===== config.mk =====
export PLATFORM = sky130hd
export DESIGN_NAME = olig_cell
export DESIGN_NICKNAME = d
export VERILOG_FILES = /design/src/rtl/olig_pkg.sv /design/src/rtl/olig_cell.sv
export SDC_FILE = /design/constraint.sdc
export NUM_CORES = 1
export LEC_CHECK = 0
export BUFFER_PORTS_ARGS = -buffer_cell sky130_fd_sc_hd__buf_2
export CORE_ASPECT_RATIO = 1.1
export CORE_MARGIN = 1
export CORE_UTILIZATION = 55
export CTS_BUF_LIST = sky130_fd_sc_hd__clkbuf_8
export DETAILED_ROUTE_END_ITERATION = 8
export PLACE_DENSITY = 0.95
export RECOVER_POWER = 50
export SETUP_SLACK_MARGIN = 0.5
export SKIP_CTS_REPAIR_TIMING = 1
export SYNTH_ARGS = -nofsm -noshare
export SYNTH_HDL_FRONTEND = slang
export SYNTH_SLANG_ARGS = --single-unit

===== constraint.sdc =====
create_clock -name clk -period 3 [get_ports clk]
set_clock_uncertainty 0.05 [all_clocks]
set_input_delay 0.45 -clock clk [delete_from_list [all_inputs] [get_ports clk]]
set_output_delay 0.45 -clock clk [all_outputs]
set_load 0.1 [all_outputs]

===== src/rtl/olig_pkg.sv =====
// Shared types, codes and defaults for the ordered list block.
`default_nettype none
package olig_pkg;

	localparam int CAPACITY_DEF   = 64;
	localparam int DATA_WIDTH_DEF = 32;

	localparam int MODE_W   = 2;
	localparam int POS_W    = 7;
	localparam int VALUE_W  = 32;
	localparam int STATUS_W = 2;
	localparam int FIDX_W   = 6;
	localparam int LEN_W    = 7;

	localparam logic [MODE_W-1:0] MODE_INSERT = 2'd0;
	localparam logic [MODE_W-1:0] MODE_GET    = 2'd1;
	localparam logic [MODE_W-1:0] MODE_LOCATE = 2'd2;

	typedef enum logic [STATUS_W-1:0] {
		ST_OK        = 2'd0,
		ST_BAD_POS   = 2'd1,
		ST_FULL      = 2'd2,
		ST_NOT_FOUND = 2'd3
	} status_t;

	typedef enum logic [1:0] {
		ACT_NONE   = 2'd0,
		ACT_INSERT = 2'd1,
		ACT_GET    = 2'd2,
		ACT_LOCATE = 2'd3
	} act_t;

	typedef struct packed {
		logic    valid;
		act_t    act;
		status_t status;
		logic    hit;
	} tok_ctl_t;

endpackage
`default_nettype wire


===== src/rtl/olig_cell.sv =====
// One list cell: holds one entry and works on the request passing through it.
`default_nettype none
module olig_cell #(
	parameter int DATA_WIDTH = 32,
	parameter int CNT_W      = 7,
	parameter int IDX_W      = 6,
	parameter int CELL_IDX   = 0
) (
	input  wire logic                   clk,
	input  wire logic                   arst_n,
	input  wire logic                   en,
	input  wire olig_pkg::tok_ctl_t     in_ctl,
	input  wire logic [CNT_W-1:0]       in_tgt,
	input  wire logic [CNT_W-1:0]       in_lim,
	input  wire logic [CNT_W-1:0]       in_len,
	input  wire logic [IDX_W-1:0]       in_idx,
	input  wire logic [DATA_WIDTH-1:0]  in_word,
	input  wire logic [DATA_WIDTH-1:0]  in_rd,
	output olig_pkg::tok_ctl_t          out_ctl,
	output logic      [CNT_W-1:0]       out_tgt,
	output logic      [CNT_W-1:0]       out_lim,
	output logic      [CNT_W-1:0]       out_len,
	output logic      [IDX_W-1:0]       out_idx,
	output logic      [DATA_WIDTH-1:0]  out_word,
	output logic      [DATA_WIDTH-1:0]  out_rd
);
	import olig_pkg::*;

	localparam logic [CNT_W-1:0] K = CNT_W'(CELL_IDX);

	logic [DATA_WIDTH-1:0] entry_q;
	tok_ctl_t              ctl_q;
	logic [CNT_W-1:0]      tgt_q;
	logic [CNT_W-1:0]      lim_q;
	logic [CNT_W-1:0]      len_q;
	logic [IDX_W-1:0]      idx_q;
	logic [DATA_WIDTH-1:0] word_q;
	logic [DATA_WIDTH-1:0] rd_q;

	tok_ctl_t              nxt_ctl;
	logic [IDX_W-1:0]      nxt_idx;
	logic [DATA_WIDTH-1:0] nxt_word;
	logic [DATA_WIDTH-1:0] nxt_rd;
	logic                  wr;

	always_comb begin
		nxt_ctl  = in_ctl;
		nxt_idx  = in_idx;
		nxt_word = in_word;
		nxt_rd   = in_rd;
		wr       = 1'b0;
		if (in_ctl.valid) begin
			case (in_ctl.act)
				ACT_INSERT: begin
					if (K >= in_tgt && K <= in_lim) begin
						wr       = 1'b1;
						nxt_word = entry_q;
					end
				end
				ACT_GET: begin
					if (K == in_tgt) begin
						nxt_rd = entry_q;
					end
				end
				ACT_LOCATE: begin
					if (!in_ctl.hit && K < in_lim && entry_q == in_word) begin
						nxt_ctl.hit    = 1'b1;
						nxt_ctl.status = ST_OK;
						nxt_idx        = IDX_W'(CELL_IDX);
					end
				end
				default: begin
				end
			endcase
		end
	end

	always_ff @(posedge clk) begin
		if (en && wr) begin
			entry_q <= in_word;
		end
	end

	always_ff @(posedge clk or negedge arst_n) begin
		if (!arst_n) begin
			ctl_q <= '0;
		end else if (en) begin
			ctl_q <= nxt_ctl;
		end
	end

	always_ff @(posedge clk) begin
		if (en) begin
			tgt_q  <= in_tgt;
			lim_q  <= in_lim;
			len_q  <= in_len;
			idx_q  <= nxt_idx;
			word_q <= nxt_word;
			rd_q   <= nxt_rd;
		end
	end

	assign out_ctl  = ctl_q;
	assign out_tgt  = tgt_q;
	assign out_lim  = lim_q;
	assign out_len  = len_q;
	assign out_idx  = idx_q;
	assign out_word = word_q;
	assign out_rd   = rd_q;

endmodule
`default_nettype wire


* Yosys cells after proc, flatten, opt, wreduce, memory -nomap -nowiden *
Index checks and enable logic that the tools add are counted.

storage, ports and cells
  input port bits = 100
  output and inout bits = 97
  bits in registers = 129

operators by class
  multiplexer cells = 15
  equal/unequal tests = 4
  order comparisons = 3
  reduce and logical (&&, ||, !) cells = 6

operators by type and width
  kind                count
  $mux 32             6
  $eq 32x32->1        1
  $mux 6              3
  $mux 3              3
  $ge 1x7->1 const A  1
  $le 1x7->1 const A  1
  $logic_not 7->1     1
  $lt 1x7->1 const A  1
  $eq 2x2->1 const B  2
  $logic_and 1x1->1   4
  $mux 1              3
  $eq 2x1->1 const B  1
  $logic_not 1->1     1

* Logic depth before layout (Yosys ltp) *
Gate-level depths: netlist of run 1.

  word-level depth = 6
  depth in mapped cells = 6
  depth with buffers taken out = 5

* Worst setup path after synthesis of run 1 *
No wires, ideal clock.

  kind = in2reg
  start = input in_tgt[4]
  end = register entry_q[0] (enable)
  slack = -0.262 ns
  stages = 6
  path buffers = 2
  library setup time = 0.421 ns
  arrival time = 2.791 ns
  cells stage by stage = nor4_1 nand2_1 or3_1 buf_6 buf_12 nor2_1

on the way
  cells in the longest elaborated chain, start to end = 6

ends and longest elaborated chain
  item                  RTL line         RTL
  from (decl)           olig_cell.sv:13  input wire logic [CNT_W-1:0] in_tgt,
  $ge 1x7->1            olig_cell.sv:55  if (K >= in_tgt && K <= in_lim) begin
  $logic_and 1x1->1     olig_cell.sv:55
  $mux 1                olig_cell.sv:55
  $mux 1                olig_cell.sv:53  case (in_ctl.act)
  $mux 1                olig_cell.sv:52  if (in_ctl.valid) begin
  $logic_and 1x1->1     olig_cell.sv:79  if (en && wr) begin
  to (signal assigned)  olig_cell.sv:80  entry_q <= in_word;
  to (decl)             olig_cell.sv:31  logic [DATA_WIDTH-1:0] entry_q;

Every way passes these cells.
A chain may end at the register's enable or synchronous reset.

* Final worst setup path of run 1 *
  start = input en
  end = register ctl_q (netlist bit out_ctl[5])

RTL lines
  item                  RTL line         RTL
  from (decl)           olig_cell.sv:11  input wire logic en,
  to (signal assigned)  olig_cell.sv:88  ctl_q <= nxt_ctl;
  to (decl)             olig_cell.sv:32  tok_ctl_t ctl_q;

No word-level cell between the ends.

==> metrics.md, run 1 <==
| Metric | Value |
|---|---|
| Fillcell total | `632` |
| EDFF count, synth | `123` |
| Worst Hold End | `out_len[5]$_DFFE_PP_` |
| Avg Vias per Cell | `5.25` |
| Std cell rows | `37` |
| DRC Markers | `0` |
| Critical R2R Capture | `out_idx[1]$_DFFE_PP_` |
| Max-cap viol count | `1` |
| Multi-input gate area | `1510 um2` |
| Placed wire-length estimate | `8020 um` |
| Clock Tree Buf Depth | `2` |
| Hold_sp | `in_len[5]` |
| Slew @ Worst Pin | `1500 ps` |
| Flop2flop setup slack | `760 ps` |
| Setup tns final | `0 ps` |
| Worst-Skew Late Latency | `420 ps` |
| First-pass GRT wire length | `17,100 um` |
| Crit path setup slack, layout | `623 ps` |
| Iteration-0 DRC Markers | `131` |
| Cell Int Power | `3.08 mW` |
| Min-Delay Path Class | `in -> reg` |
| Pre-antenna DRT Iters | `4` |
| Clock network power share | `0.315` |
| Die Wd | `97.3 um` |
| CTS root buf | `clkbuf_8` |
| DR WL/cell | `18.1 um` |
| Worst Path Class, Setup | `in -> reg` |
| Post-synth top area share | `0.672` |
| Sequential group share of total power | `0.452` |
| Reg area | `3840 um2` |
| Largest net degree at the start of global routing | `53` |
| Async SR Flop Fraction | `0.0465` |
| Crit-path max FO | `26` |
| I/O Pins | `197` |
| Initial antenna violation count | `0` |
| Power per cell area | `683 nW/um2` |
| Area contributors post-synth | `edfxtp_1 (67%), mux2_4 (16%), xor2_1 (4.5%)` |
| Pleak | `2.88 nW` |
| CTS Sinks | `129` |
| P&R area growth vs syn | `25.1%` |
| CP Data Arrival Time | `2640 ps` |
| Max-slew violation count | `0` |
| Cell depth of the worst hold path | `1` |
| DP Worst Slack | `462 ps` |
| Mapped cell area | `5500 um2` |
| Final setup vio count | `0` |
| Hold Fails Final Rpt | `0` |
| Status | `finished, violations left` |
| Routed Antenna Nets | `0` |
| Sw Share | `0.343` |
| Worst endpoint required time | `3260 ps` |
| Max Freq | `421 MHz` |
| Synth unique cells | `25` |
| Period utilisation layout | `0.792` |
| Starting Density | `0.576` |
| Synth Flop Type | `edfxtp_1` |
| Synthesized flop and latch total | `129` |
| Final nets | `585` |
| Critical Path End Type | `flip-flop` |
| Die Ht | `107 um` |
| Synth Net Count | `372` |
| TritonCTS clock tree | `built` |
| Setup crit start kind | `input pin` |
| Mean Syn Cell Area | `20.2 um2` |
| Comb power frac | `0.233` |
| Slew HR | `0.00121` |
| Vias in the first global route | `3,355` |
| Grt ovf | `0` |
| Violated checks | `max-capacitance violations` |
| Maximum vdd ir drop | `398 uV` |
| Post-Layout Cell Count | `615` |
| Yosys Warn Count | `0` |
| CTS clk-pin slew, worst paths | `80 ps` |
| Number of buffers created by CTS | `17` |
| Total Routed Length | `11,100 um` |
| DR vias | `3,229` |
| Antenna Cells | `0` |
| Synthesized instance count | `272` |
| RSZ-0062 raised after global routing | `false` |
| Core area | `9540 um2` |
| Die area | `10,400 um2` |
| Worst R2R Path Depth | `5` |
| Placed Cells | `582` |
| Layout cell share with drive strength beyond 1 | `0.486` |
| Htree depth | `4` |
| Switching component of the power | `1.61 mW` |
| Largest area contributor in the synthesized netlist | `edfxtp_1` |
| Global-route usage over all layers | `0.222` |
| I/O Buffers | `196` |
| Sequential area share after synthesis | `0.699` |
| Global placer's final weighted congestion | `0.781` |
| Worst R2R Start | `entry_q[18]$_DFFE_PP_` |
| Final Critical Period | `2380 ps` |
## per-layer routing
metal | routed length, um | up-vias | global-route usage
li1 | - | 1485 | -
met1 | 4210 | 1572 | 0.246
met2 | 5910 | 163 | 0.396
met3 | 901 | 9 | 0.0860
met4 | 97 | 0 | 0.0693
met5 | 0 | - | 0
## registers in the layout (all words and copies together), names as in the netlist
register	count
entry_q	32
out_rd	32
out_word	32
out_len	7
out_lim	7
out_tgt	7
out_ctl	6
out_idx	6
## cells in the mapped netlist (2+ instances only)
master,number
nor2b_1,6
mux2_2,9
mux2_4,59
mux2i_1,2
nand2_1,3
edfxtp_1,123
dfrtp_1,6
nor4_1,7
xnor2_1,4
buf_12,6
nor3_1,2
a21oi_1,2
nand4_1,2
or3_1,2
xor2_1,28
buf_6,2
## worst max-delay path, stage by stage
cell and delay, ps:
clkbuf_1 1060, clkbuf_2 700, mux2_2 410
## worst max-delay path by stage
stage                                from  slack [ps]  cells after the start                endpoint
floorplan                       in_tgt[4]         640                      6    entry_q[0]$_DFFE_PP_
finish                                 en         620                      3  out_ctl[5]$_DFFE_PN0P_
detailed placement              in_tgt[4]         460                      7    entry_q[8]$_DFFE_PP_
CTS                 entry_q[18]$_DFFE_PP_         750                      5    out_idx[1]$_DFFE_PP_
global placement                in_tgt[4]         530                      7    entry_q[8]$_DFFE_PP_
global route                           en         520                      3  out_ctl[5]$_DFFE_PN0P_
## cell usage in the layout, fill, tap and decap left out, types with 2 or more instances in the layout
master and n:
bufinv_16 3, mux2_2 9, nand2_1 3, mux2_4 59
or3_2 2, a21oi_1 2, dfrtp_1 6, edfxtp_1 123
nor4_1 7, nor3_1 2, nor2b_1 6, buf_4 4
clkbuf_1 65, clkinvlp_4 5, clkinv_4 2, xnor2_1 4
clkbuf_8 17, xor2_1 28, buf_2 131, nand4_1 2
mux2i_1 2, clkinv_2 4
## logic make-up (layout without fill, tap and decap cells)
family | count (synthesis) | in the layout | synth area share
flip-flops | 129 | 129 | 0.699
AND/OR/NAND/NOR | 27 | 27 | 0.0328
XOR/XNOR | 32 | 32 | 0.0510
multiplexers | 70 | 70 | 0.183
AO/OA/AOI/OAI | 4 | 4 | 0.00615
buffers and inverters | 10 | 236 | 0.0273
## power by group through the flow
stage               combinational [mW]  sequential [mW]  clock, mW
floorplan                       0.0948             2.94          0
global placement                  1.10             2.15          0
detailed placement                1.11             2.16          0
CTS                               1.11             2.12       1.51
global route                      1.12             2.13       1.58
finish                            1.09             2.12       1.48
## through the flow
| step | instance area (um2) | utilization | power, mW | hold slack, ps |
|---|---|---|---|---|
| 2_1_floorplan | 5500 | - | 3.04 | 104 |
| 3_3_place_gp | 6550 | 0.686 | 3.25 | 228 |
| 3_5_place_dp | 6550 | 0.686 | 3.27 | 229 |
| 4_1_cts | 6950 | 0.729 | 4.74 | -242 |
| 5_1_grt | 6870 | 0.721 | 4.83 | 110 |
| 6_report | 6870 | 0.721 | 4.69 | 149 |
## area by class of cell
type | count | share of cell area
Timing Repair Buffer | 203 | 0.140
Inverter | 1 | 0.000546
Clock buffer | 17 | 0.0340
Multi-Input combinational cell | 133 | 0.220
Sequential cell | 129 | 0.559
Tap cell | 117 | 0.0213
Clock inverter | 15 | 0.0246
Power figures use the tool's default switching activity.
==> run 2, diff against run 1 <==
--- a/config.mk
+++ b/config.mk
@@ -8,10 +8,10 @@
 export BUFFER_PORTS_ARGS = -buffer_cell sky130_fd_sc_hd__buf_2
 export CORE_ASPECT_RATIO = 1.1
 export CORE_MARGIN = 1
-export CORE_UTILIZATION = 55
+export CORE_UTILIZATION = 51
 export CTS_BUF_LIST = sky130_fd_sc_hd__clkbuf_8
 export DETAILED_ROUTE_END_ITERATION = 8
-export PLACE_DENSITY = 0.95
+export PLACE_DENSITY = 0.93
 export RECOVER_POWER = 50
 export SETUP_SLACK_MARGIN = 0.5
 export SKIP_CTS_REPAIR_TIMING = 1
==> constraint.sdc (replaced) <==
create_clock -name clk -period 2.4 [get_ports clk]
set_clock_uncertainty 0.05 [all_clocks]
set_input_delay 0.36 -clock clk [delete_from_list [all_inputs] [get_ports clk]]
set_output_delay 0.36 -clock clk [all_outputs]
set_load 0.1 [all_outputs]
==> run 2 against run 1 <==
Net effect:
- the flow now finishes without violations
- count of clock-buffer cells in the layout unchanged
- final area rose by 1.9%
- non-clock buffer count rose by 7
- die area rose by 7.7%
- global-route usage fell by 0.82 points
- clock power grew 29%
- combinational power up 26%
- critical path type unchanged
- via count shrank 1.1%
- sequential power rose by 25%
==> metrics.md, run 2 (synthesized netlist as in run 1, its figures left out) <==
| Metric | Value |
|---|---|
| Initial antenna violation count | `0 (unchanged)` |
| Max-slew violation count | `0 (unchanged)` |
| Pleak | `2.99 nW (+3.6%)` |
| Final Util | `0.671 (-0.0502)` |
| Total chip power | `5.94 mW (+27%)` |
| Grt ovf | `0 (unchanged)` |
| Critical path, cell by cell | `clkbuf_1, clkbuf_1, clkbuf_4` |
| I/O Pins | `197 (unchanged)` |
| Clock network power share | `0.322 (+0.007)` |
| TritonCTS clock tree | `built` |
| Placed Area | `6650 um2 (+1.6%)` |
| CP max stage delay | `820 ps (-240 ps)` |
| Worst endpoint required time | `2430 ps (-830 ps)` |
| DR vias | `3,192 (-1.1%)` |
| Max-cap viol count | `0 (-1)` |
| Vias in the first global route | `3,406 (+1.5%)` |
| Post-Layout Cell Count | `648 (+5.4%)` |
| Maximum vdd ir drop | `608 uV (+53%)` |
| Die Ht | `111 um (+3.8%)` |
| Setup tns final | `0 ps (unchanged)` |
| Slew HR | `0.207 (+0.206)` |
| Placed wire-length estimate | `8600 um (+7.2%)` |
| WP buf/inv | `3 (+1)` |
| Critical Path End Type | `flip-flop` |
| Routed Antenna Nets | `0 (unchanged)` |
| Avg Vias per Cell | `4.93 (-6.2%)` |
| Die area | `11,200 um2 (+7.7%)` |
| Core area | `10,400 um2 (+9.5%)` |
| RSZ-0062 raised after global routing | `true` |
| Global placer's final weighted congestion | `0.794 (+1.6%)` |
| Min-Delay Path Class | `in -> reg` |
| Worst-Skew Late Latency | `430 ps (about the same)` |
| Std cell rows | `39 (+5.4%)` |
| Slew @ Worst Pin | `1190 ps (-308 ps)` |
| First-pass GRT wire length | `17,200 um (+0.56%)` |
| Comb power frac | `0.231 (-0.002)` |
| Status | `complete, no violations` |
| Starting Density | `0.526 (-0.0500)` |
| DRC Markers | `0 (unchanged)` |
| Slowest-stage cell, CP | `clkbuf_1` |
| Hold Fails Final Rpt | `0 (unchanged)` |
| CTS clk-pin slew, worst paths | `70 ps (about the same)` |
| Max Freq | `483 MHz` |
| Largest net degree at the start of global routing | `47 (-11%)` |
| Met1 global-route usage | `0.229 (-0.0172)` |
| Pre-antenna DRT Iters | `4 (unchanged)` |
| Number of buffers created by CTS | `17 (unchanged)` |
| CTS Sinks | `129 (unchanged)` |
| GRT Max-Usage Layer | `met2` |
| CTS root buf | `clkbuf_8` |
| Crit-path max FO | `31 (+19%)` |
| GR Util met3 | `0.0839 (-0.00219)` |
| Global-route usage over all layers | `0.214 (-0.00824)` |
| GR Util met2 | `0.379 (-0.0178)` |
| DR WL/cell | `18.0 um (-0.68%)` |
| CP Data Arrival Time | `2100 ps (-540 ps)` |
| Die Wd | `101 um (+3.8%)` |
| P&R area growth vs syn | `27.4%` |
| Total Routed Length | `11,600 um (+4.6%)` |
| Placed Cells | `614 (+5.5%)` |
| Iteration-0 DRC Markers | `86 (-34%)` |
| Antenna Cells | `0 (unchanged)` |
| Setup crit start kind | `input pin` |
| Htree depth | `4 (unchanged)` |
| I/O Buffers | `196 (unchanged)` |
| Switching component of the power | `1.99 mW (+23%)` |
| Sequential group share of total power | `0.447 (-0.005)` |
| Commonest non-fill, non-tap cell in the layout | `buf_2` |
| Crit-path leading delay family | `buffers and inverters` |
| Design Area, Final | `7000 um2 (+1.9%)` |
| Cell Int Power | `3.95 mW (+28%)` |
| Final nets | `592 (+1.2%)` |
| Final setup vio count | `0 (unchanged)` |
| Period utilisation layout | `0.863` |
| Final Critical Period | `2070 ps` |
| Layout cell share with drive strength beyond 1 | `0.523 (+0.0368)` |
| Clock Tree Buf Depth | `2 (unchanged)` |
| Sw Share | `0.335 (-0.00850)` |
| Worst Path Class, Setup | `in -> reg` |
| Power per cell area | `848 nW/um2 (+24%)` |
| Most frequent cells in the layout | `buf_2 (149), edfxtp_1 (123), mux2_4 (59), clkbuf_1 (48), xor2_1 (28)` |
| Top cell by count, worst path | `clkbuf_1` |
-- run 2: cell type report --
type	instances	area (um2)
repair buffers	210	1040
inverters	1	3.75
clock buffers	17	234
clock inverters	15	176
well taps	143	179
fillers	810	3440
multi-input cells	133	1530
flip-flops and latches	129	3840
-- run 2: path summary, 6_finish.rpt --
kind | startpoint | endpoint | slack (ps) | cells after the start
hold reg to reg | out_ctl[4]$_DFFE_PN0P_ | out_ctl[4]$_DFFE_PN0P_ | 460 | 1
setup / recovery | en | out_len[0]$_DFFE_PP_ | 330 | 3
max in group asynchronous | arst_n | out_ctl[2]$_DFFE_PN0P_ | 1770 | 2
hold / removal | in_len[0] | out_len[0]$_DFFE_PP_ | 60 | 1
setup reg to reg | entry_q[11]$_DFFE_PP_ | out_idx[0]$_DFFE_PP_ | 380 | 6
min in group asynchronous | arst_n | out_ctl[3]$_DFFE_PN0P_ | 280 | 2
-- run 2: power groups by stage --
stage	clock network (mW)	registers, mW	logic [mW]
global placement	0	2.70	1.37
floorplan	0	3.68	0.119
CTS	1.96	2.65	1.39
finish	1.91	2.65	1.37
detailed placement	0	2.70	1.39
global route	2.05	2.66	1.41
-- run 2: routing by layer --
layer,vias up,share of wire
met3,18,0.078
li1,1496,-
met5,-,0
met1,1528,0.38
met2,150,0.53
met4,0,0.014
-- run 2: metrics by stage --
step                      setup WS, ps  hold slack (ps)
after floorplan                    146             14.4
after global placement             161              139
after detailed placement           138              140
after CTS                          346             -335
after global routing               203             16.8
final                              329             59.4
